<file path="config.mk">
export PLATFORM = sky130hd
export DESIGN_NAME = hrm_data_page_scheduler_top_flat
export DESIGN_NICKNAME = d
export VERILOG_FILES = /design/src/hdl/hrm_dps_pkg.sv /design/src/hdl/hrm_dps_if.sv /design/src/hdl/hrm_dps_cfg.sv /design/src/hdl/hrm_dps_sched.sv /design/src/hdl/hrm_dps_out_reg.sv /design/src/hdl/hrm_data_page_scheduler_top.sv /design/src/flat_wrapper.sv
export SDC_FILE = /design/constraint.sdc
export NUM_CORES = 1
export LEC_CHECK = 0
export ABC_AREA = 1
export BUFFER_PORTS_ARGS = -buffer_cell sky130_fd_sc_hd__buf_2
export CORE_MARGIN = 2
export CORE_UTILIZATION = 35
export CTS_CLUSTER_DIAMETER = 150
export CTS_CLUSTER_SIZE = 14
export DETAILED_ROUTE_END_ITERATION = 12
export SYNTH_ARGS = -nofsm -noshare
export SYNTH_HDL_FRONTEND = slang
export SYNTH_HIERARCHICAL = 1
export SYNTH_SLANG_ARGS = --single-unit
</file>
<file path="constraint.sdc">
create_clock -name clk_i -period 1.1 [get_ports clk_i]
set_input_delay 0.11 -clock clk_i [delete_from_list [all_inputs] [get_ports clk_i]]
set_output_delay 0.11 -clock clk_i [all_outputs]
set_load 0.01 [all_outputs]
</file>
<file path="src/hdl/hrm_dps_pkg.sv">
`timescale 1ns / 1ps
// ----------------------------------------------------------------------------
// hrm_dps_pkg
// Types, constants and the background rotation function shared by the
// heart-rate data page scheduler.
// ----------------------------------------------------------------------------
package hrm_dps_pkg;

  // Data page numbers
  typedef enum logic [2:0] {
    PG_DEFAULT = 3'd0,
    PG_OPTIME  = 3'd1,
    PG_MFR     = 3'd2,
    PG_PRODUCT = 3'd3,
    PG_PREV    = 3'd4,
    PG_SWIM    = 3'd5,
    PG_CAPS    = 3'd6,
    PG_BATTERY = 3'd7
  } page_e;

  // Configuration register indexes
  typedef enum logic [2:0] {
    CFG_SWIM_MODE      = 3'd0,
    CFG_HAS_PREV_BEAT  = 3'd1,
    CFG_HAS_OPTIME     = 3'd2,
    CFG_HAS_BATTERY    = 3'd3,
    CFG_EXT_FEATURES   = 3'd4
  } cfg_idx_e;

  localparam int unsigned CfgIdxW   = 3;
  localparam int unsigned StepW     = 7;
  localparam int unsigned ToggleW   = 3;
  localparam int unsigned ReqPageW  = 8;

  // Pattern: primary slots first, background slots up to the last step
  localparam logic [StepW-1:0] PRIMARY_SLOTS = 7'd64;
  localparam logic [StepW-1:0] PATTERN_LAST  = 7'd67;

  typedef struct packed {
    logic swim_mode;
    logic has_previous_beat;
    logic has_operating_time;
    logic has_battery;
    logic extended_features;
  } cfg_t;

  typedef struct packed {
    page_e page_number;
    logic  toggle_bit;
  } res_t;

  // Next background page in the ordered rotation, skipping disabled pages
  function automatic page_e rotate_from(page_e cur, cfg_t cfg);
    page_e nxt;
    if (cur < PG_OPTIME && cfg.has_operating_time) begin
      nxt = PG_OPTIME;
    end else if (cur < PG_MFR) begin
      nxt = PG_MFR;
    end else if (cur < PG_PRODUCT) begin
      nxt = PG_PRODUCT;
    end else if (cur < PG_CAPS && cfg.extended_features) begin
      nxt = PG_CAPS;
    end else if (cur < PG_BATTERY && cfg.has_battery) begin
      nxt = PG_BATTERY;
    end else begin
      nxt = cfg.has_operating_time ? PG_OPTIME : PG_MFR;
    end
    return nxt;
  endfunction

endpackage

</file>
<file path="src/hdl/hrm_dps_if.sv">
`timescale 1ns / 1ps
// ----------------------------------------------------------------------------
// hrm_dps_if
// Valid/ready channels of the scheduler: slot words in, page words out and
// configuration writes.
// ----------------------------------------------------------------------------
interface hrm_dps_in_if;
  logic       valid;
  logic       ready;
  logic       request_pending;
  logic [7:0] requested_page;

  modport source (output valid, output request_pending, output requested_page,
                  input ready);
  modport sink   (input valid, input request_pending, input requested_page,
                  output ready);
endinterface

interface hrm_dps_out_if;
  logic       valid;
  logic       ready;
  logic [2:0] page_number;
  logic       toggle_bit;

  modport source (output valid, output page_number, output toggle_bit,
                  input ready);
  modport sink   (input valid, input page_number, input toggle_bit,
                  output ready);
endinterface

interface hrm_dps_cfg_if;
  logic       valid;
  logic       ready;
  logic [2:0] index;
  logic       data;

  modport source (output valid, output index, output data, input ready);
  modport sink   (input valid, input index, input data, output ready);
endinterface

</file>
<file path="src/hdl/hrm_dps_cfg.sv">
`timescale 1ns / 1ps
// ----------------------------------------------------------------------------
// hrm_dps_cfg
// Configuration register file: one enable bit per register, written by index.
// ----------------------------------------------------------------------------
module hrm_dps_cfg
  import hrm_dps_pkg::*;
(
  input  logic               clk_i,
  input  logic               rst_ni,
  input  logic               wr_en_i,
  input  logic [CfgIdxW-1:0] wr_idx_i,
  input  logic               wr_data_i,
  output cfg_t               cfg_o
);

  cfg_t cfg_q, cfg_d;

  // Decode the write; unknown indexes are dropped
  always_comb begin
    cfg_d = cfg_q;
    if (wr_en_i) begin
      case (cfg_idx_e'(wr_idx_i))
        CFG_SWIM_MODE:     cfg_d.swim_mode          = wr_data_i;
        CFG_HAS_PREV_BEAT: cfg_d.has_previous_beat  = wr_data_i;
        CFG_HAS_OPTIME:    cfg_d.has_operating_time = wr_data_i;
        CFG_HAS_BATTERY:   cfg_d.has_battery        = wr_data_i;
        CFG_EXT_FEATURES:  cfg_d.extended_features  = wr_data_i;
        default:           cfg_d = cfg_q;
      endcase
    end
  end

  always_ff @(posedge clk_i or negedge rst_ni) begin
    if (!rst_ni) begin
      cfg_q <= '0;
    end else begin
      cfg_q <= cfg_d;
    end
  end

  assign cfg_o = cfg_q;

endmodule

</file>
<file path="src/hdl/hrm_dps_sched.sv">
`timescale 1ns / 1ps
// ----------------------------------------------------------------------------
// hrm_dps_sched
// Slot decision: picks the page for one accepted slot word, keeps the pattern
// position, the toggle count and the current background page.
// ----------------------------------------------------------------------------
module hrm_dps_sched
  import hrm_dps_pkg::*;
(
  input  logic                clk_i,
  input  logic                rst_ni,
  input  logic                accept_i,
  input  logic                request_pending_i,
  input  logic [ReqPageW-1:0] requested_page_i,
  input  cfg_t                cfg_i,
  output logic                emit_o,
  output res_t                res_o
);

  logic [StepW-1:0]   pattern_step_q, pattern_step_d;
  logic [ToggleW-1:0] toggle_count_q, toggle_count_d;
  page_e              next_bg_q, next_bg_d;
  logic               req_known;
  logic               emit;
  page_e              primary_page;
  page_e              page;

  // Requests beyond the battery page are dropped without effect
  assign req_known = (requested_page_i[ReqPageW-1:3] == '0);
  assign emit      = !request_pending_i || req_known;

  // Primary page by mode
  always_comb begin
    if (cfg_i.swim_mode) begin
      primary_page = PG_SWIM;
    end else if (cfg_i.has_previous_beat) begin
      primary_page = PG_PREV;
    end else begin
      primary_page = PG_DEFAULT;
    end
  end

  // Pick the page for this slot
  always_comb begin
    if (request_pending_i) begin
      page = page_e'(requested_page_i[2:0]);
    end else if (pattern_step_q < PRIMARY_SLOTS) begin
      page = primary_page;
    end else begin
      page = next_bg_q;
    end
  end

  assign emit_o            = accept_i && emit;
  assign res_o.page_number = page;
  assign res_o.toggle_bit  = toggle_count_q[ToggleW-1];

  // Advance state on every sent word; requests leave the pattern alone
  always_comb begin
    pattern_step_d = pattern_step_q;
    toggle_count_d = toggle_count_q;
    next_bg_d      = next_bg_q;
    if (accept_i && emit) begin
      toggle_count_d = ToggleW'(toggle_count_q + 1'b1);
      if (!request_pending_i) begin
        if (pattern_step_q >= PATTERN_LAST) begin
          pattern_step_d = '0;
          next_bg_d      = rotate_from(next_bg_q, cfg_i);
        end else begin
          pattern_step_d = StepW'(pattern_step_q + 1'b1);
        end
      end
    end
  end

  always_ff @(posedge clk_i or negedge rst_ni) begin
    if (!rst_ni) begin
      pattern_step_q <= '0;
      toggle_count_q <= '0;
      next_bg_q      <= PG_MFR;
    end else begin
      pattern_step_q <= pattern_step_d;
      toggle_count_q <= toggle_count_d;
      next_bg_q      <= next_bg_d;
    end
  end

  // Pattern never runs past its last background slot
  a_step_range: assert property (@(posedge clk_i) disable iff (!rst_ni)
    pattern_step_q <= PATTERN_LAST)
    else $error("pattern step beyond last slot");

  // Background page is always one of the rotation pages
  a_bg_page: assert property (@(posedge clk_i) disable iff (!rst_ni)
    next_bg_q == PG_OPTIME || next_bg_q == PG_MFR || next_bg_q == PG_PRODUCT ||
    next_bg_q == PG_CAPS || next_bg_q == PG_BATTERY)
    else $error("background page outside rotation");

  // Every sent word advances the toggle count by one
  a_toggle_adv: assert property (@(posedge clk_i) disable iff (!rst_ni)
    emit_o |=> toggle_count_q == ToggleW'($past(toggle_count_q) + 1'b1))
    else $error("toggle count did not advance");

  // A dropped request leaves the pattern and the toggle count untouched
  a_drop_hold: assert property (@(posedge clk_i) disable iff (!rst_ni)
    (accept_i && !emit) |=> $stable(pattern_step_q) && $stable(toggle_count_q))
    else $error("dropped request changed state");

endmodule

</file>
<file path="src/hdl/hrm_dps_out_reg.sv">
`timescale 1ns / 1ps
// ----------------------------------------------------------------------------
// hrm_dps_out_reg
// Result register: holds one page word for the receiver and frees itself
// in the same cycle the word is taken.
// ----------------------------------------------------------------------------
module hrm_dps_out_reg
  import hrm_dps_pkg::*;
(
  input  logic clk_i,
  input  logic rst_ni,
  input  logic load_i,
  input  res_t res_i,
  input  logic out_ready_i,
  output logic free_o,
  output logic out_valid_o,
  output res_t res_o
);

  logic valid_q, valid_d;
  res_t res_q;

  // Slot free when empty or being drained this cycle
  assign free_o = !valid_q || out_ready_i;

  always_comb begin
    valid_d = valid_q;
    if (load_i) begin
      valid_d = 1'b1;
    end else if (out_ready_i) begin
      valid_d = 1'b0;
    end
  end

  always_ff @(posedge clk_i or negedge rst_ni) begin
    if (!rst_ni) begin
      valid_q <= 1'b0;
    end else begin
      valid_q <= valid_d;
    end
  end

  // Payload: load only
  always_ff @(posedge clk_i) begin
    if (load_i) begin
      res_q <= res_i;
    end
  end

  assign out_valid_o = valid_q;
  assign res_o       = res_q;

endmodule

</file>
<file path="src/hdl/hrm_data_page_scheduler_top.sv">
`timescale 1ns / 1ps
// ----------------------------------------------------------------------------
// hrm_data_page_scheduler_top
// Heart-rate monitor data page scheduler.
// ----------------------------------------------------------------------------
// Each word on in_i is one transmit slot: a request flag and a requested page.
// The block answers with at most one word on out_o: the page number to send
// and its page-change toggle bit. A request for a page above 7 is taken and
// dropped; no word comes out and no state moves.
// cfg_i writes one enable bit by index; it is always ready. The user must write
// it only while the block is idle; the block itself does not enforce this.
// Latency: a page word is valid on out_o the cycle after its slot word is
// accepted. Throughput: one slot word per cycle while the receiver takes each
// word, set by the single result register, which is refilled in the cycle its word is taken.
// When the receiver stalls, the result register holds its word and in_i
// ready drops until it drains.
// Reset clears the enables, the pattern position and the toggle count and
// sets the background page to manufacturer information; the block is ready
// in the first cycle after reset.
// ----------------------------------------------------------------------------
module hrm_data_page_scheduler_top
  import hrm_dps_pkg::*;
(
  input  logic           clk_i,
  input  logic           rst_ni,
  hrm_dps_in_if.sink     in_i,
  hrm_dps_out_if.source  out_o,
  hrm_dps_cfg_if.sink    cfg_i
);

  cfg_t cfg;
  logic free;
  logic accept;
  logic emit;
  res_t res;
  res_t res_out;

  // Configuration channel
  assign cfg_i.ready = 1'b1;

  hrm_dps_cfg u_cfg (
    .clk_i     (clk_i),
    .rst_ni    (rst_ni),
    .wr_en_i   (cfg_i.valid),
    .wr_idx_i  (cfg_i.index),
    .wr_data_i (cfg_i.data),
    .cfg_o     (cfg)
  );

  // Accept a slot whenever the result register can take its word
  assign in_i.ready = free;
  assign accept     = in_i.valid && free;

  hrm_dps_sched u_sched (
    .clk_i             (clk_i),
    .rst_ni            (rst_ni),
    .accept_i          (accept),
    .request_pending_i (in_i.request_pending),
    .requested_page_i  (in_i.requested_page),
    .cfg_i             (cfg),
    .emit_o            (emit),
    .res_o             (res)
  );

  hrm_dps_out_reg u_out_reg (
    .clk_i       (clk_i),
    .rst_ni      (rst_ni),
    .load_i      (emit),
    .res_i       (res),
    .out_ready_i (out_o.ready),
    .free_o      (free),
    .out_valid_o (out_o.valid),
    .res_o       (res_out)
  );

  assign out_o.page_number = res_out.page_number;
  assign out_o.toggle_bit  = res_out.toggle_bit;

endmodule
</file>
<file path="src/flat_wrapper.sv">
// flat-port wrapper written by rule: the top's interface ports become plain ports
module hrm_data_page_scheduler_top_flat import hrm_dps_pkg::*;
  (clk_i, rst_ni, in_i_valid, in_i_request_pending, in_i_requested_page, in_i_ready, out_o_valid, out_o_page_number, out_o_toggle_bit, out_o_ready, cfg_i_valid, cfg_i_index, cfg_i_data, cfg_i_ready);
  hrm_dps_in_if in_i_i ();
  hrm_dps_out_if out_o_i ();
  hrm_dps_cfg_if cfg_i_i ();
  input  logic clk_i;
  input  logic rst_ni;
  input wire logic [$bits(in_i_i.valid)-1:0] in_i_valid;
  input wire logic [$bits(in_i_i.request_pending)-1:0] in_i_request_pending;
  input wire logic [$bits(in_i_i.requested_page)-1:0] in_i_requested_page;
  output wire logic [$bits(in_i_i.ready)-1:0] in_i_ready;
  output wire logic [$bits(out_o_i.valid)-1:0] out_o_valid;
  output wire logic [$bits(out_o_i.page_number)-1:0] out_o_page_number;
  output wire logic [$bits(out_o_i.toggle_bit)-1:0] out_o_toggle_bit;
  input wire logic [$bits(out_o_i.ready)-1:0] out_o_ready;
  input wire logic [$bits(cfg_i_i.valid)-1:0] cfg_i_valid;
  input wire logic [$bits(cfg_i_i.index)-1:0] cfg_i_index;
  input wire logic [$bits(cfg_i_i.data)-1:0] cfg_i_data;
  output wire logic [$bits(cfg_i_i.ready)-1:0] cfg_i_ready;
  assign in_i_i.valid = in_i_valid;
  assign in_i_i.request_pending = in_i_request_pending;
  assign in_i_i.requested_page = in_i_requested_page;
  assign in_i_ready = in_i_i.ready;
  assign out_o_valid = out_o_i.valid;
  assign out_o_page_number = out_o_i.page_number;
  assign out_o_toggle_bit = out_o_i.toggle_bit;
  assign out_o_i.ready = out_o_ready;
  assign cfg_i_i.valid = cfg_i_valid;
  assign cfg_i_i.index = cfg_i_index;
  assign cfg_i_i.data = cfg_i_data;
  assign cfg_i_ready = cfg_i_i.ready;
  hrm_data_page_scheduler_top u_core (.clk_i(clk_i), .rst_ni(rst_ni), .in_i(in_i_i), .out_o(out_o_i), .cfg_i(cfg_i_i));
endmodule
</file>
=== Word-level counts from Yosys, hierarchy flattened ===
Cells that the tools add are included.

* ROM bits: 0
* Memory bits (writable): 0
* Bits in registers: 23
* Input port bits: 18
* Bits in latches: 0
* Memories: 0

* Add/subtract/negate cells: 2
* Reductions and logical operators: 19
* Multiply operators: 0
* Magnitude comparators: 7
* Bitwise operators: 1
* Div/mod/pow operators: 0
* Shift-type cells: 0
* Muxes and demuxes: 13
* Equal/unequal tests: 4

{| class="wikitable"
|+ Operators by type and width
! kind !! number
|-
| $mux W3 || 9
|-
| $reduce_and A2 Y1 || 6
|-
| $add A7 B1 Y7 const B || 1
|-
| $ge A7 B7 Y1 const B || 1
|-
| $lt A7 B7 Y1 const B || 1
|-
| $mux W7 || 1
|-
| $eq A3 B2 Y1 const B || 2
|-
| $lt A3 B2 Y1 const B || 2
|-
| $lt A3 B3 Y1 const B || 2
|-
| $logic_and A1 B1 Y1 || 5
|-
| $logic_not A5 Y1 || 1
|-
| $add A3 B1 Y3 const B || 1
|-
| $eq A3 B1 Y1 const B || 1
|-
| $eq A3 B3 Y1 const B || 1
|-
| $logic_not A3 Y1 || 1
|-
| $lt A3 B1 Y1 const B || 1
|-
| $reduce_and A3 Y1 || 1
|-
| $logic_not A1 Y1 || 2
|-
| $logic_or A1 B1 Y1 || 2
|-
| $mux W1 || 2
|-
| $mux W2 || 1
|-
| $reduce_bool A2 Y1 || 1
|-
| $not A1 Y1 || 1
|}

=== Logic depth before layout (Yosys ltp) ===
Gate-level depths: netlist of run 1.

* Depth after elaboration: 7
* Depth in mapped cells: 10
* Mapped depth without buffers: 10

=== By module ===
The synthesis of run 1 kept the hierarchy.

{| class="wikitable"
|+ By module, submodules not included
! module !! instances !! sequential area each (um2) !! cells an instance !! area an instance (um2)
|-
| hrm_dps_sched || 1 || 326.6 || 103 || 777.0
|-
| hrm_dps_cfg || 1 || 125.1 || 36 || 255.2
|-
| hrm_dps_out_reg || 1 || 145.1 || 9 || 165.2
|-
| hrm_data_page_scheduler_top || 1 || 0.0 || 4 || 18.8
|}

=== Worst setup path before layout of run 1 ===
Ideal clock, no wire load.

* Path type: register to register
* Start point: register u_core.u_out_reg.valid_q (netlist: u_core/u_out_reg/out_valid_o)
* End point: register u_core.u_sched.toggle_count_q[2]
* Arrival time: 1,231 ps
* Cell stages (with the launch flop): 10
* Period minus slack after synthesis: 1,354 ps
* Setup slack: -254 ps
* Path through: dfrtp_1 nand2_2 nand2_1 inv_1 inv_1 nor2_1 nand3_1 nand2_2 nand2_1 xnor2_1

* Cells in the longest elaborated chain, start to end: 4

{| class="wikitable"
|+ RTL lines
! item !! RTL line !! RTL
|-
| from (decl) || hrm_dps_out_reg.sv:20 || <nowiki>logic valid_q, valid_d;</nowiki>
|-
| from (signal assigned) || hrm_dps_out_reg.sv:39 || <nowiki>valid_q <= valid_d;</nowiki>
|-
| $logic_not A1 Y1 || hrm_dps_out_reg.sv:24 || <nowiki>assign free_o = !valid_q || out_ready_i;</nowiki>
|-
| $logic_or A1 B1 Y1 || hrm_dps_out_reg.sv:24 ||
|-
| via in_i_ready || flat_wrapper.sv:12 || <nowiki>output wire logic [$bits(in_i_i.ready)-1:0] in_i_ready;</nowiki>
|-
| $logic_and A1 B1 Y1 || hrm_data_page_scheduler_top.sv:52 || <nowiki>assign accept = in_i.valid && free;</nowiki>
|-
| via u_core.accept || hrm_data_page_scheduler_top.sv:33 || <nowiki>logic accept;</nowiki>
|-
| $logic_and A1 B1 Y1 || -- ||
|-
| via u_core.emit || hrm_data_page_scheduler_top.sv:34 || <nowiki>logic emit;</nowiki>
|-
| to (signal assigned) || hrm_dps_sched.sv:83 || <nowiki>toggle_count_q <= toggle_count_d;</nowiki>
|-
| to (decl) || hrm_dps_sched.sv:21 || <nowiki>logic [ToggleW-1:0] toggle_count_q, toggle_count_d;</nowiki>
|}

The timed path passes the listed nets, and every way through them passes these cells.
A chain may end at the register's enable or synchronous reset.

=== Final worst setup path of run 1 ===
* Start point: register u_core.u_out_reg.valid_q (netlist: u_core/u_out_reg/out_valid_o)
* End point: register u_core.u_sched.pattern_step_q[6]

* Cells in the longest elaborated chain, start to end: 5

{| class="wikitable"
|+ RTL lines
! item !! RTL line !! RTL
|-
| $logic_not A1 Y1 || hrm_dps_out_reg.sv:24 ||
|-
| $logic_or A1 B1 Y1 || hrm_dps_out_reg.sv:24 ||
|-
| $logic_and A1 B1 Y1 || hrm_data_page_scheduler_top.sv:52 ||
|-
| via u_core.accept || hrm_data_page_scheduler_top.sv:33 ||
|-
| $logic_and A1 B1 Y1 || hrm_dps_sched.sv:63 || <nowiki>if (accept_i && emit) begin</nowiki>
|-
| $reduce_and A2 Y1 (no source line) || -- ||
|-
| to (signal assigned) || hrm_dps_sched.sv:82 || <nowiki>pattern_step_q <= pattern_step_d;</nowiki>
|-
| to (decl) || hrm_dps_sched.sv:20 || <nowiki>logic [StepW-1:0] pattern_step_q, pattern_step_d;</nowiki>
|}

The timed path passes the listed nets, and every way through them passes these cells.

==> results of run 1 <==
## logic make-up after synthesis
logic type	after synthesis	synth area share, %
compound gates	15	6.69
other cells	1	0.308
buf+inv	25	8.33
simple gates	84	32.1
flops	23	49.1
xor+xnor	2	1.44
fa+ha+maj	2	2.06
## layout by cell type (no fill, tap or decap), types with 2 or more instances in the layout
cell type	instances
clkbuf_4	3
dfrtp_1	18
nor2_1	9
nand2_2	6
nor3_4	3
a21oi_2	2
edfxtp_1	4
o21ai_0	3
nand4_1	2
nand2_1	41
nand3_4	3
buf_4	15
nand3_1	9
inv_2	4
buf_6	2
inv_1	18
buf_2	22
o21ai_1	5
nand3_2	3
nor2_4	3
nand2_4	4
## cell type report
cell class	instances	area share, %
Multi-Input combinational cell	105	38.6
Sequential cell	23	35.0
Timing Repair Buffer	41	16.2
Inverter	23	5.07
Tap cell	46	3.38
Clock buffer	3	1.32
Clock inverter	1	0.441
## cell usage after synthesis
cell | n | area, um^2
nor2_1 | 10 | 37.5
nand2_1 | 47 | 176
xor2_1 | 1 | 8.76
a21boi_1 | 1 | 7.51
dfstp_2 | 1 | 26.3
ha_1 | 2 | 25.0
o31ai_1 | 1 | 7.51
o21ai_1 | 1 | 5.00
nor3_2 | 2 | 20.0
inv_1 | 22 | 82.6
buf_4 | 2 | 15.0
o22ai_1 | 1 | 6.26
nand3_2 | 2 | 20.0
nand2_2 | 4 | 25.0
o21ai_0 | 8 | 40.0
nor3_1 | 2 | 10.0
dfrtp_1 | 18 | 450
nand3_1 | 12 | 60.1
xnor2_1 | 1 | 8.76
or2_2 | 1 | 6.26
conb_1 | 1 | 3.75
a21oi_1 | 3 | 15.0
edfxtp_1 | 4 | 120
clkinv_1 | 1 | 3.75
nor2_4 | 2 | 22.5
nand4_1 | 2 | 12.5
## worst max-delay path: cells and delay by family (launching register included)
kind	cells	cell delay [ns]
flops	1	0.41
buf+inv	2	0.11
compound gates	1	0.13
simple gates	6	0.60
## power by group
| group | internal (mW) | total, mW | leakage, nW | switching [mW] |
|---|---|---|---|---|
| registers | 1.15 | 1.36 | 0.275 | 0.214 |
| logic | 0.676 | 1.49 | 0.571 | 0.812 |
| clock network | 0.138 | 0.399 | 0.0139 | 0.261 |
| total | 1.96 | 3.25 | 0.860 | 1.29 |
## sequential cells by signal, indices dropped and copies added, names as in the netlist
register,flops
u_core/u_cfg/cfg_o,5
u_core/u_out_reg/out_valid_o,1
u_core/u_out_reg/res_o,4
u_core/u_sched/next_bg_q,3
u_core/u_sched/pattern_step_q,7
u_core/u_sched/toggle_count_q,3
## metal layers
layer / track usage [%] / vias to the layer above / share of wire, %
met3: 2.16 / 2 / 3.6
li1: - / 571 / -
met4: 5.00 / 0 / 0.93
met2: 25.1 / 20 / 51
met5: 0 / - / 0
met1: 15.7 / 510 / 44
## metrics by stage
step / util [%] / hold slack [ns] / setup TNS, ns / area, um^2
2_1_floorplan: - / -0.186 / -2.46 / 1230
3_3_place_gp: 44.2 / 0.0790 / -1.92 / 1480
3_5_place_dp: 44.2 / 0.0850 / -2.85 / 1480
4_1_cts: 48.8 / 0.0621 / -2.72 / 1630
5_1_grt: 51.1 / 0.0640 / -4.34 / 1700
6_report: 51.1 / 0.0696 / -2.71 / 1700
## worst paths after layout
check	slack (ns)	end	start	cells past startpoint
setup / recovery	-0.22	u_core/u_sched/pattern_step_q[6]	u_core/u_out_reg/out_valid_o	9
hold / removal	0.07	u_core/u_cfg/cfg_o[0]	cfg_i_data	3
setup reg to reg	-0.22	u_core/u_sched/pattern_step_q[6]	u_core/u_out_reg/out_valid_o	9
hold reg to reg	0.49	u_core/u_cfg/cfg_o[0]	u_core/u_cfg/cfg_o[0]	2
max in group asynchronous	0.51	u_core/u_sched/next_bg_q[1]	rst_ni	2
min in group asynchronous	0.25	u_core/u_sched/pattern_step_q[0]	rst_ni	2
## timing repair
item                       4_1_cts  5_1_grt
pin swaps                        4        4
hold endpoints to repair        18        0
buffers inserted                 5        1
hold buffers                     1        0
cloned                           1        0
resized for setup               16       15
setup endpoints to repair       21       21
==> qor.yml, run 1 <==
final_layout:
  fill_cells: 337
  n_antenna_cell: 0
  finalNetCount: 217
  multiInputGateArea_um2: 658
  final_cells: 242
  area_growth_pct: 40.1
  regArea_um2: 597
  final_layout_size_suffix_gt1_share_pct: 38.8
place:
  gp_congestion: 0.770
  portBuffers: 23
  post-place-ws_ns: -0.219
  placed_cells_incl_taps: 230
  hpwlAfterDp_um: 1870
critical_path:
  crit_path_end_kind: "flop"
  slowest_stage: "dfrtp_1"
  cp-start-kind: "flop"
  slowest_delay_ns: 0.41
  crit_path_max_fanout: 3
  arrival_ns: 1.56
  worstPathCellList: "nand2_2 -> nand2_2 -> inv_2 -> inv_2 -> nor2_4 -> nand3_4 -> nor3_4 -> nand2_1 -> a21boi_1"
  critPathRequiredTime_ns: 1.34
  crit_type: "flop to flop"
timing:
  fin_crit_ns: 1.32
  fin_crit_sh_pct: 120
  slew_violations: 0
  fin_ws_ns: -0.219
  hold_violations: 0
  rsz0062_at_grt: "yes"
  setup_violations: 20
  skew_ns: 0.00260
  fmax_ghz: 0.758
drt:
  firstDrtPassIters: 4
  drt_iter0_markers: 14
  wl_um: 2470
  wl_per_cell_um: 10.2
  via_per_inst: 4.56
  drc_errors: 0
  dr_total_vias: 1103
  final_antenna_net_count: 0
global_routing:
  grt_pass1_wl_um: 4350
  grt_max_degree: 20
  grt_util_all_layers_pct: 13.6
  overflow: 0
  first_global_vias: 1056
  antenna_found_initial: 0
clock_tree:
  cts.sinks: 23
  insertion_delay_ns: 0.31
  cts_made_buffers: 3
  cts_max_level: 1
  clk_path_buf_depth: 2
  cts_root_buf: "clkbuf_4"
  cts_tree: "yes"
  clkTransAtPathRegs_ns: 0.13
synthesis:
  synth_warnings: 6
  ys_seq_area_share_pct: 49.1
  netlist_area_um2: 1220
  avgSynthCellArea_um2: 8.00
  ys_seq_elements: 23
  syn-num-nets: 172
  yosysUniqueCellTypes: 26
  syn_inst: 152
die:
  core_um2: 3340
  start_util_pct: 36.4
  rows: 21
  dieArea_um2: 3960
  pin_count: 25
  die_h_um: 62.9
  die_w_um: 62.9
min_path:
  hold_path.class: "input port to flop"
power_and_ir_drop:
  ir_drop_v: 0.000921
  finalPower_mw: 3.25
  p_leak_nw: 0.860
  power.density_nw_per_um2: 1910
outcome:
  violations: "negative setup slack"
  status: "finished with violations"
flow_run:
  maxCapViolations: 0
Note: power is estimated with default switching activity, not from simulation.
==> inputs of run 2 (changes only) <==
--- a/config.mk
+++ b/config.mk
@@ -9,9 +9,11 @@
 export BUFFER_PORTS_ARGS = -buffer_cell sky130_fd_sc_hd__buf_2
 export CORE_MARGIN = 2
 export CORE_UTILIZATION = 35
-export CTS_CLUSTER_DIAMETER = 150
+export CTS_CLUSTER_DIAMETER = 40
 export CTS_CLUSTER_SIZE = 14
 export DETAILED_ROUTE_END_ITERATION = 12
+export MAX_ROUTING_LAYER = met4
+export REMOVE_ABC_BUFFERS = 1
 export SYNTH_ARGS = -nofsm -noshare
 export SYNTH_HDL_FRONTEND = slang
 export SYNTH_HIERARCHICAL = 1
==> run 2 against run 1 <==
  * The flow still finishes with violations (negative setup slack)
  * Combinational power rose by 9%
  * Cell area rose by 2.4%
  * Clock power barely moved
  * Non-clock buffer count rose by 4
  * Sequential power barely moved
  * Critical endpoint is now u_core/u_sched/next_bg_q[1]
  * Highest routed layer unchanged
==> qor.yml, run 2 (synthesized netlist as in run 1, its figures left out) <==
drt:
  wl_per_cell_um: 11.0  # was 10.2 um
  drt_iter0_markers: 47  # was 14
  via_per_inst: 4.57  # was 4.56
  met2WireLength_um: 1400  # was 1270 um
  wl_met1_um: 1110  # was 1090 um
  routed-wl-met3_um: 131  # was 89 um
  top_layer: "met4"  # unchanged
  wl_um: 2710  # was 2470 um
  dr_total_vias: 1123  # was 1103
  firstDrtPassIters: 4  # unchanged
  final_antenna_net_count: 0  # unchanged
  drc_errors: 0  # unchanged
power_and_ir_drop:
  power.density_nw_per_um2: 1940  # was 1910 nW/um^2
  ir_drop_v: 0.000684  # was 0.000921 V
  p_leak_nw: 0.876  # was 0.860 nW
final_layout:
  utilization_pct: 52.3  # was 51.1%
  final_layout_size_suffix_gt1_share_pct: 43.5  # was 38.8%
  layout_common_cells: "nand2_1 (38), buf_2 (22), inv_1 (18), dfrtp_1 (18), buf_4 (15)"  # was nand2_1 (41), buf_2 (22), inv_1 (18), dfrtp_1 (18), buf_4 (15)
  mostFrequentLayoutCell: "nand2_1"  # unchanged
  largest_register: "u_core/u_sched/pattern_step_q"  # unchanged
  finalNetCount: 221  # was 217
  area_growth_pct: 43.5  # was 40.1%
  largest_reg_flops: 7  # unchanged
  final_cells: 246  # was 242
  n_antenna_cell: 0  # unchanged
critical_path:
  cp-start-kind: "flop"  # unchanged
  cp.depth: 10  # was 9
  worst-path-buf-inv: 3  # was 2
  r2r_slack_ns: -0.24  # was -0.22 ns
  slowest_stage: "dfrtp_1"  # unchanged
  crit_top_cell: "nand2_2"
  arrival_ns: 1.61  # was 1.56 ns
  crit_path_max_fanout: 5  # was 3
  crit_type: "flop to flop"  # unchanged
  crit_path_end_kind: "flop"  # unchanged
  crit_end: "u_core/u_sched/next_bg_q[1]"  # was u_core/u_sched/pattern_step_q[6]
  cp-startpoint: "u_core/u_out_reg/out_valid_o"  # unchanged
  r2r-start: "u_core/u_out_reg/out_valid_o"  # unchanged
  r2r_cells: 10  # was 9
  worstPathCellList: "nand2_2 -> nand2_2 -> inv_2 -> inv_2 -> nor2_4 -> buf_6 -> nand3_4 -> nor2_4 -> nand2_2 -> nand2_2"  # was nand2_2 -> nand2_2 -> inv_2 -> inv_2 -> nor2_4 -> nand3_4 -> nor3_4 -> nand2_1 -> a21boi_1
  critPathRequiredTime_ns: 1.37  # was 1.34 ns
  r2r-end: "u_core/u_sched/next_bg_q[1]"  # was u_core/u_sched/pattern_step_q[6]
  slowest_delay_ns: 0.41  # about the same
  crit_family: "simple AND/OR/NAND/NOR gates"  # unchanged
outcome:
  violations: "negative setup slack"  # unchanged
  status: "finished with violations"  # unchanged
timing:
  setup_violations: 19  # was 20
  hold_violations: 0  # unchanged
  fin_ws_ns: -0.240  # was -0.219 ns
  fmax_ghz: 0.746  # was 0.758 GHz
  rsz0062_at_grt: "yes"  # unchanged
  slew_violations: 0  # unchanged
  setup-tns-final_ns: -3.08  # was -2.71 ns
  skew_ns: 0.00235  # was 0.00260 ns
  fin_crit_sh_pct: 122  # was 120%
  hold_ws_ns: 0.0645  # was 0.0696 ns
  fin_crit_ns: 1.34  # was 1.32 ns
global_routing:
  first_global_vias: 1128  # was 1056
  overflow: 0  # unchanged
  grt_max_degree: 20  # unchanged
  grt_pass1_wl_um: 4770  # was 4350 um
  grt_util_all_layers_pct: 16.0  # was 13.6%
  antenna_found_initial: 0  # unchanged
clock_tree:
  cts_tree: "yes"  # unchanged
  cts_made_buffers: 3  # unchanged
  insertion_delay_ns: 0.32  # was 0.31 ns
  clkTransAtPathRegs_ns: 0.12  # was 0.13 ns
  cts_max_level: 1  # unchanged
  cts.sinks: 23  # unchanged
  clk_path_buf_depth: 2  # unchanged
  cts_root_buf: "clkbuf_4"  # unchanged
place:
  gp_congestion: 0.913  # was 0.770
  hpwlAfterDp_um: 1940  # was 1870 um
  post-place-ws_ns: -0.264  # was -0.219 ns
  portBuffers: 23  # unchanged
  placed_cells_incl_taps: 233  # was 230
die:
  dieArea_um2: 3960  # unchanged
  die_w_um: 62.9  # unchanged
  start_util_pct: 36.4  # unchanged
  die_h_um: 62.9  # unchanged
  pin_count: 25  # unchanged
  rows: 21  # unchanged
  core_um2: 3340  # unchanged
min_path:
  hold_path.class: "input port to flop"  # unchanged
flow_run:
  maxCapViolations: 0  # unchanged
run 2: cell count changes in the layout (fill, tap and decap cells not counted), sizes merged:
| cell | change |
|---|---|
| buf | +4 |
| clkbuf | +1 |
| clkinvlp | -1 |
run 2: stage by stage:
step | power (mW) | cell area [um^2]
2_1_floorplan | 1.97 | 1200
3_3_place_gp | 2.44 | 1480
3_5_place_dp | 2.49 | 1480
4_1_cts | 3.22 | 1650
5_1_grt | 3.66 | 1750
6_report | 3.38 | 1750
run 2: cell type report:
| class | count | area, um^2 |
|---|---|---|
| fill | 332 | 1590 |
| tap | 46 | 57.6 |
| timing repair buffer | 45 | 312 |
| clock buffer | 4 | 26.3 |
| sequential | 23 | 597 |
| multi-input combinational | 105 | 667 |
| inverter | 23 | 86.3 |
run 2: worst min-delay path by stage:
stage / startpoint / to / slack, ns / cells after the start
after floorplan: rst_ni / u_core/u_cfg/cfg_o[0] / -0.19 / 0
after global placement: rst_ni / u_core/u_out_reg/out_valid_o / 0.08 / 1
after detailed placement: rst_ni / u_core/u_sched/pattern_step_q[0] / 0.08 / 1
after CTS: cfg_i_data / u_core/u_cfg/cfg_o[0] / 0.05 / 3
after global routing: cfg_i_data / u_core/u_cfg/cfg_o[3] / 0.07 / 3
final: cfg_i_data / u_core/u_cfg/cfg_o[3] / 0.06 / 3
run 2: timing repair:
action	4_1_cts	5_1_grt
gates cloned	1	0
gates resized for setup	29	22
pin swaps	5	10
hold endpoints to repair	18	0
setup endpoints to repair	21	22
hold buffers	1	0
setup buffers	6	2
run 2: report_power, final:
| part | leakage [nW] | internal (mW) | switching, mW |
|---|---|---|---|
| Sequential | 0.275 | 1.15 | 0.211 |
| Clock | 0.0150 | 0.142 | 0.258 |
| Combinational | 0.586 | 0.753 | 0.871 |
run 2: worst min-delay path, stage by stage:
cell	delay (ns)
buf_2	0.12
nand3_1	0.08
nand2_1	0.05
run 2: routing by layer:
metal | vias to the layer above | global-route usage [%]
li1 | 579 | -
met1 | 501 | 16.8
met2 | 37 | 28.6
met3 | 6 | 2.52
met4 | 0 | 8.33
met5 | - | -
==> inputs of run 3 (changes only) <==
--- a/config.mk
+++ b/config.mk
@@ -7,6 +7,7 @@
 export LEC_CHECK = 0
 export ABC_AREA = 1
 export BUFFER_PORTS_ARGS = -buffer_cell sky130_fd_sc_hd__buf_2
+export CORE_ASPECT_RATIO = 1.4
 export CORE_MARGIN = 2
 export CORE_UTILIZATION = 35
 export CTS_CLUSTER_DIAMETER = 40
@@ -14,6 +15,7 @@
 export DETAILED_ROUTE_END_ITERATION = 12
 export MAX_ROUTING_LAYER = met4
 export REMOVE_ABC_BUFFERS = 1
+export SLEW_MARGIN = 15
 export SYNTH_ARGS = -nofsm -noshare
 export SYNTH_HDL_FRONTEND = slang
 export SYNTH_HIERARCHICAL = 1
==> run 3 against run 2 <==
  * Global-route usage grew 0.94 points
  * Highest routed layer unchanged
  * Sequential power is essentially flat
  * Die area grew 0.17%
  * Sequential share of layout area shrank 0.44 points
  * Flip-flop and latch count is the same
  * First-iteration DRC count shrank 11%
  * Cell area grew 1.3%
  * Maximum frequency shrank 2.2%
  * Combinational power grew 2%
  * Setup slack lost 0.030 ns
  * Clock power grew 34%
  * The flow still finishes with violations (negative setup slack)
==> qor.yml, run 3 (synthesized netlist as in run 1, its figures left out) <==
place:
  gp_congestion: 0.892  # was 0.913
  placed_cells_incl_taps: 228  # was 233
  portBuffers: 23  # unchanged
  dpl_cell_area_um2: 1480  # unchanged
  hpwlAfterDp_um: 1930  # was 1940 um
min_path:
  holdPathStages: 3  # unchanged
  min_from: "cfg_i_data"  # unchanged
  hold_path.class: "input port to flop"  # unchanged
timing:
  slew_violations: 0  # unchanged
  rsz0062_at_grt: "yes"  # unchanged
  hold_violations: 0  # unchanged
  fin_crit_sh_pct: 125  # was 122%
  fin_crit_ns: 1.37  # was 1.34 ns
  fin_ws_ns: -0.270  # was -0.240 ns
  setup_violations: 18  # was 19
  fmax_ghz: 0.730  # was 0.746 GHz
  skew_ns: 0.00154  # was 0.00235 ns
  hold_ws_ns: 0.119  # was 0.0645 ns
  setup-tns-final_ns: -3.55  # was -3.08 ns
critical_path:
  r2r_cells: 10  # unchanged
  cp-startpoint: "u_core/u_out_reg/out_valid_o"  # unchanged
  slowest_delay_ns: 0.39  # was 0.41 ns
  crit_type: "flop to flop"  # unchanged
  cp.depth: 10  # unchanged
  r2r-start: "u_core/u_out_reg/out_valid_o"  # unchanged
  worstPathCellList: "nand2_2 -> nand2_2 -> inv_2 -> inv_2 -> nor2_4 -> buf_12 -> nand3_4 -> nor2_4 -> nand2_1 -> nand2_1"  # was nand2_2 -> nand2_2 -> inv_2 -> inv_2 -> nor2_4 -> buf_6 -> nand3_4 -> nor2_4 -> nand2_2 -> nand2_2
  r2r-end: "u_core/u_sched/next_bg_q[1]"  # unchanged
  worst-path-buf-inv: 3  # unchanged
  crit_path_end_kind: "flop"  # unchanged
  r2r_slack_ns: -0.27  # was -0.24 ns
  crit_end: "u_core/u_sched/next_bg_q[1]"  # unchanged
  cp-start-kind: "flop"  # unchanged
  slowest_stage: "dfrtp_1"  # unchanged
  arrival_ns: 1.59  # was 1.61 ns
  crit_path_max_fanout: 5  # unchanged
  crit_family: "simple AND/OR/NAND/NOR gates"  # unchanged
  critPathRequiredTime_ns: 1.32  # was 1.37 ns
clock_tree:
  cts_made_buffers: 3  # unchanged
  clkTransAtPathRegs_ns: 0.08  # was 0.12 ns
  clk_path_buf_depth: 2  # unchanged
  cts_root_buf: "clkbuf_8"  # was clkbuf_4
  cts_tree: "yes"  # unchanged
  cts_max_level: 1  # unchanged
  cts.sinks: 23  # unchanged
  insertion_delay_ns: 0.27  # was 0.32 ns
die:
  die_h_um: 73.7  # was 62.9 um
  rows: 25  # was 21
  start_util_pct: 36.3  # was 36.4%
  core_um2: 3350  # was 3340 um^2
  die_w_um: 53.8  # was 62.9 um
  pin_count: 25  # unchanged
  dieArea_um2: 3970  # was 3960 um^2
flow_run:
  maxCapViolations: 0  # unchanged
drt:
  dr_total_vias: 1156  # was 1123
  drc_errors: 0  # unchanged
  drt_iter0_markers: 42  # was 47
  wl_um: 2840  # was 2710 um
  firstDrtPassIters: 4  # unchanged
  wl_per_cell_um: 11.9  # was 11.0 um
  final_antenna_net_count: 0  # unchanged
  via_per_inst: 4.84  # was 4.57
global_routing:
  grt.busiest_layer: "met2"  # unchanged
  use_met3_pct: 2.44  # was 2.52%
  grt_pass1_wl_um: 4740  # was 4770 um
  grt_max_degree: 20  # unchanged
  first_global_vias: 1120  # was 1128
  overflow: 0  # unchanged
  grt_util_met1_pct: 17.9  # was 16.8%
  grtUsageMet2_pct: 30.4  # was 28.6%
  grt_util_all_layers_pct: 16.9  # was 16.0%
  antenna_found_initial: 0  # unchanged
outcome:
  status: "finished with violations"  # unchanged
  violations: "negative setup slack"  # unchanged
final_layout:
  largest_register: "u_core/u_sched/pattern_step_q"  # unchanged
  regArea_um2: 597  # unchanged
  final_layout_size_suffix_gt1_share_pct: 41.7  # was 43.5%
  multiInputGateArea_um2: 676  # was 667 um^2
  area_growth_pct: 45.4  # was 43.5%
  largest_reg_flops: 7  # unchanged
  fill_cells: 304  # was 332
  final_cells: 239  # was 246
  layout_common_cells: "nand2_1 (39), buf_2 (22), inv_1 (19), dfrtp_1 (18), buf_4 (14)"  # was nand2_1 (38), buf_2 (22), inv_1 (18), dfrtp_1 (18), buf_4 (15)
  utilization_pct: 52.8  # was 52.3%
  n_antenna_cell: 0  # unchanged
  mostFrequentLayoutCell: "nand2_1"  # unchanged
  final_area_um2: 1770  # was 1750 um^2
  finalNetCount: 220  # was 221
power_and_ir_drop:
  ir_drop_v: 0.000842  # was 0.000684 V
  clock_power_share_pct: 15.0  # was 11.8%
  combPwrFrac_pct: 46.7  # was 48.0%
  sw_frac_of_total_pct: 38.6  # was 39.6%
  p_switching_mw: 1.38  # was 1.34 mW
  p_leak_nw: 0.907  # was 0.876 nW
  internal-power_mw: 2.19  # was 2.04 mW
  power.density_nw_per_um2: 2020  # was 1940 nW/um^2
  seq_power_share_pct: 38.3  # was 40.2%
-- run 3: layout make-up --
type | count | share of cell area [%]
Inverter | 23 | 4.88
Clock buffer | 3 | 2.34
Timing Repair Buffer | 44 | 17.7
Multi-Input combinational cell | 105 | 38.2
Tap cell | 40 | 2.83
Sequential cell | 23 | 33.8
Clock inverter | 1 | 0.283
-- run 3: power by group through the flow --
stage	Clock, mW	Combinational, mW	Sequential, mW
after floorplan	0	0.626	1.34
after global placement	0	1.12	1.33
after CTS	0.548	1.48	1.33
final	0.536	1.66	1.37
after detailed placement	0	1.16	1.34
after global routing	0.570	1.84	1.39
-- run 3: worst min path at each step --
stage / end / slack [ns]
finish: u_core/u_cfg/cfg_o[1] / 0.12
global route: u_core/u_out_reg/res_o[2] / 0.13
CTS: u_core/u_out_reg/res_o[3] / 0.11
detailed placement: u_core/u_out_reg/out_valid_o / 0.08
global placement: u_core/u_out_reg/out_valid_o / 0.07
floorplan: u_core/u_cfg/cfg_o[0] / -0.19
-- run 3: what timing repair did --
| action | in CTS | in global routing |
|---|---|---|
| pin swaps | 9 | 10 |
| resized for setup | 34 | 15 |
| cloned | 1 | 0 |
| endpoints found under the hold margin | 18 | 0 |
| hold buffers | 1 | 0 |
| endpoints found under the setup margin | 20 | 22 |
| buffers inserted | 4 | 2 |
-- run 3: tightest hold or removal path, delay by kind of cell --
kind | cells | cell delay, ns
buf+inv | 1 | 0.13
simple gates | 2 | 0.12
-- run 3: routing by layer --
layer  wire length [um]  part of all wire [%]
met1               1110                    39
met2               1520                    54
met3                169                   6.0
met4                 41                   1.4
met5                  0                     0
-- run 3: per-stage QoR --
stage | power (mW) | setup WS (ns)
floorplan | 1.97 | -0.254
global placement | 2.45 | -0.214
detailed placement | 2.51 | -0.256
CTS | 3.36 | -0.205
global route | 3.81 | -0.342
finish | 3.57 | -0.270
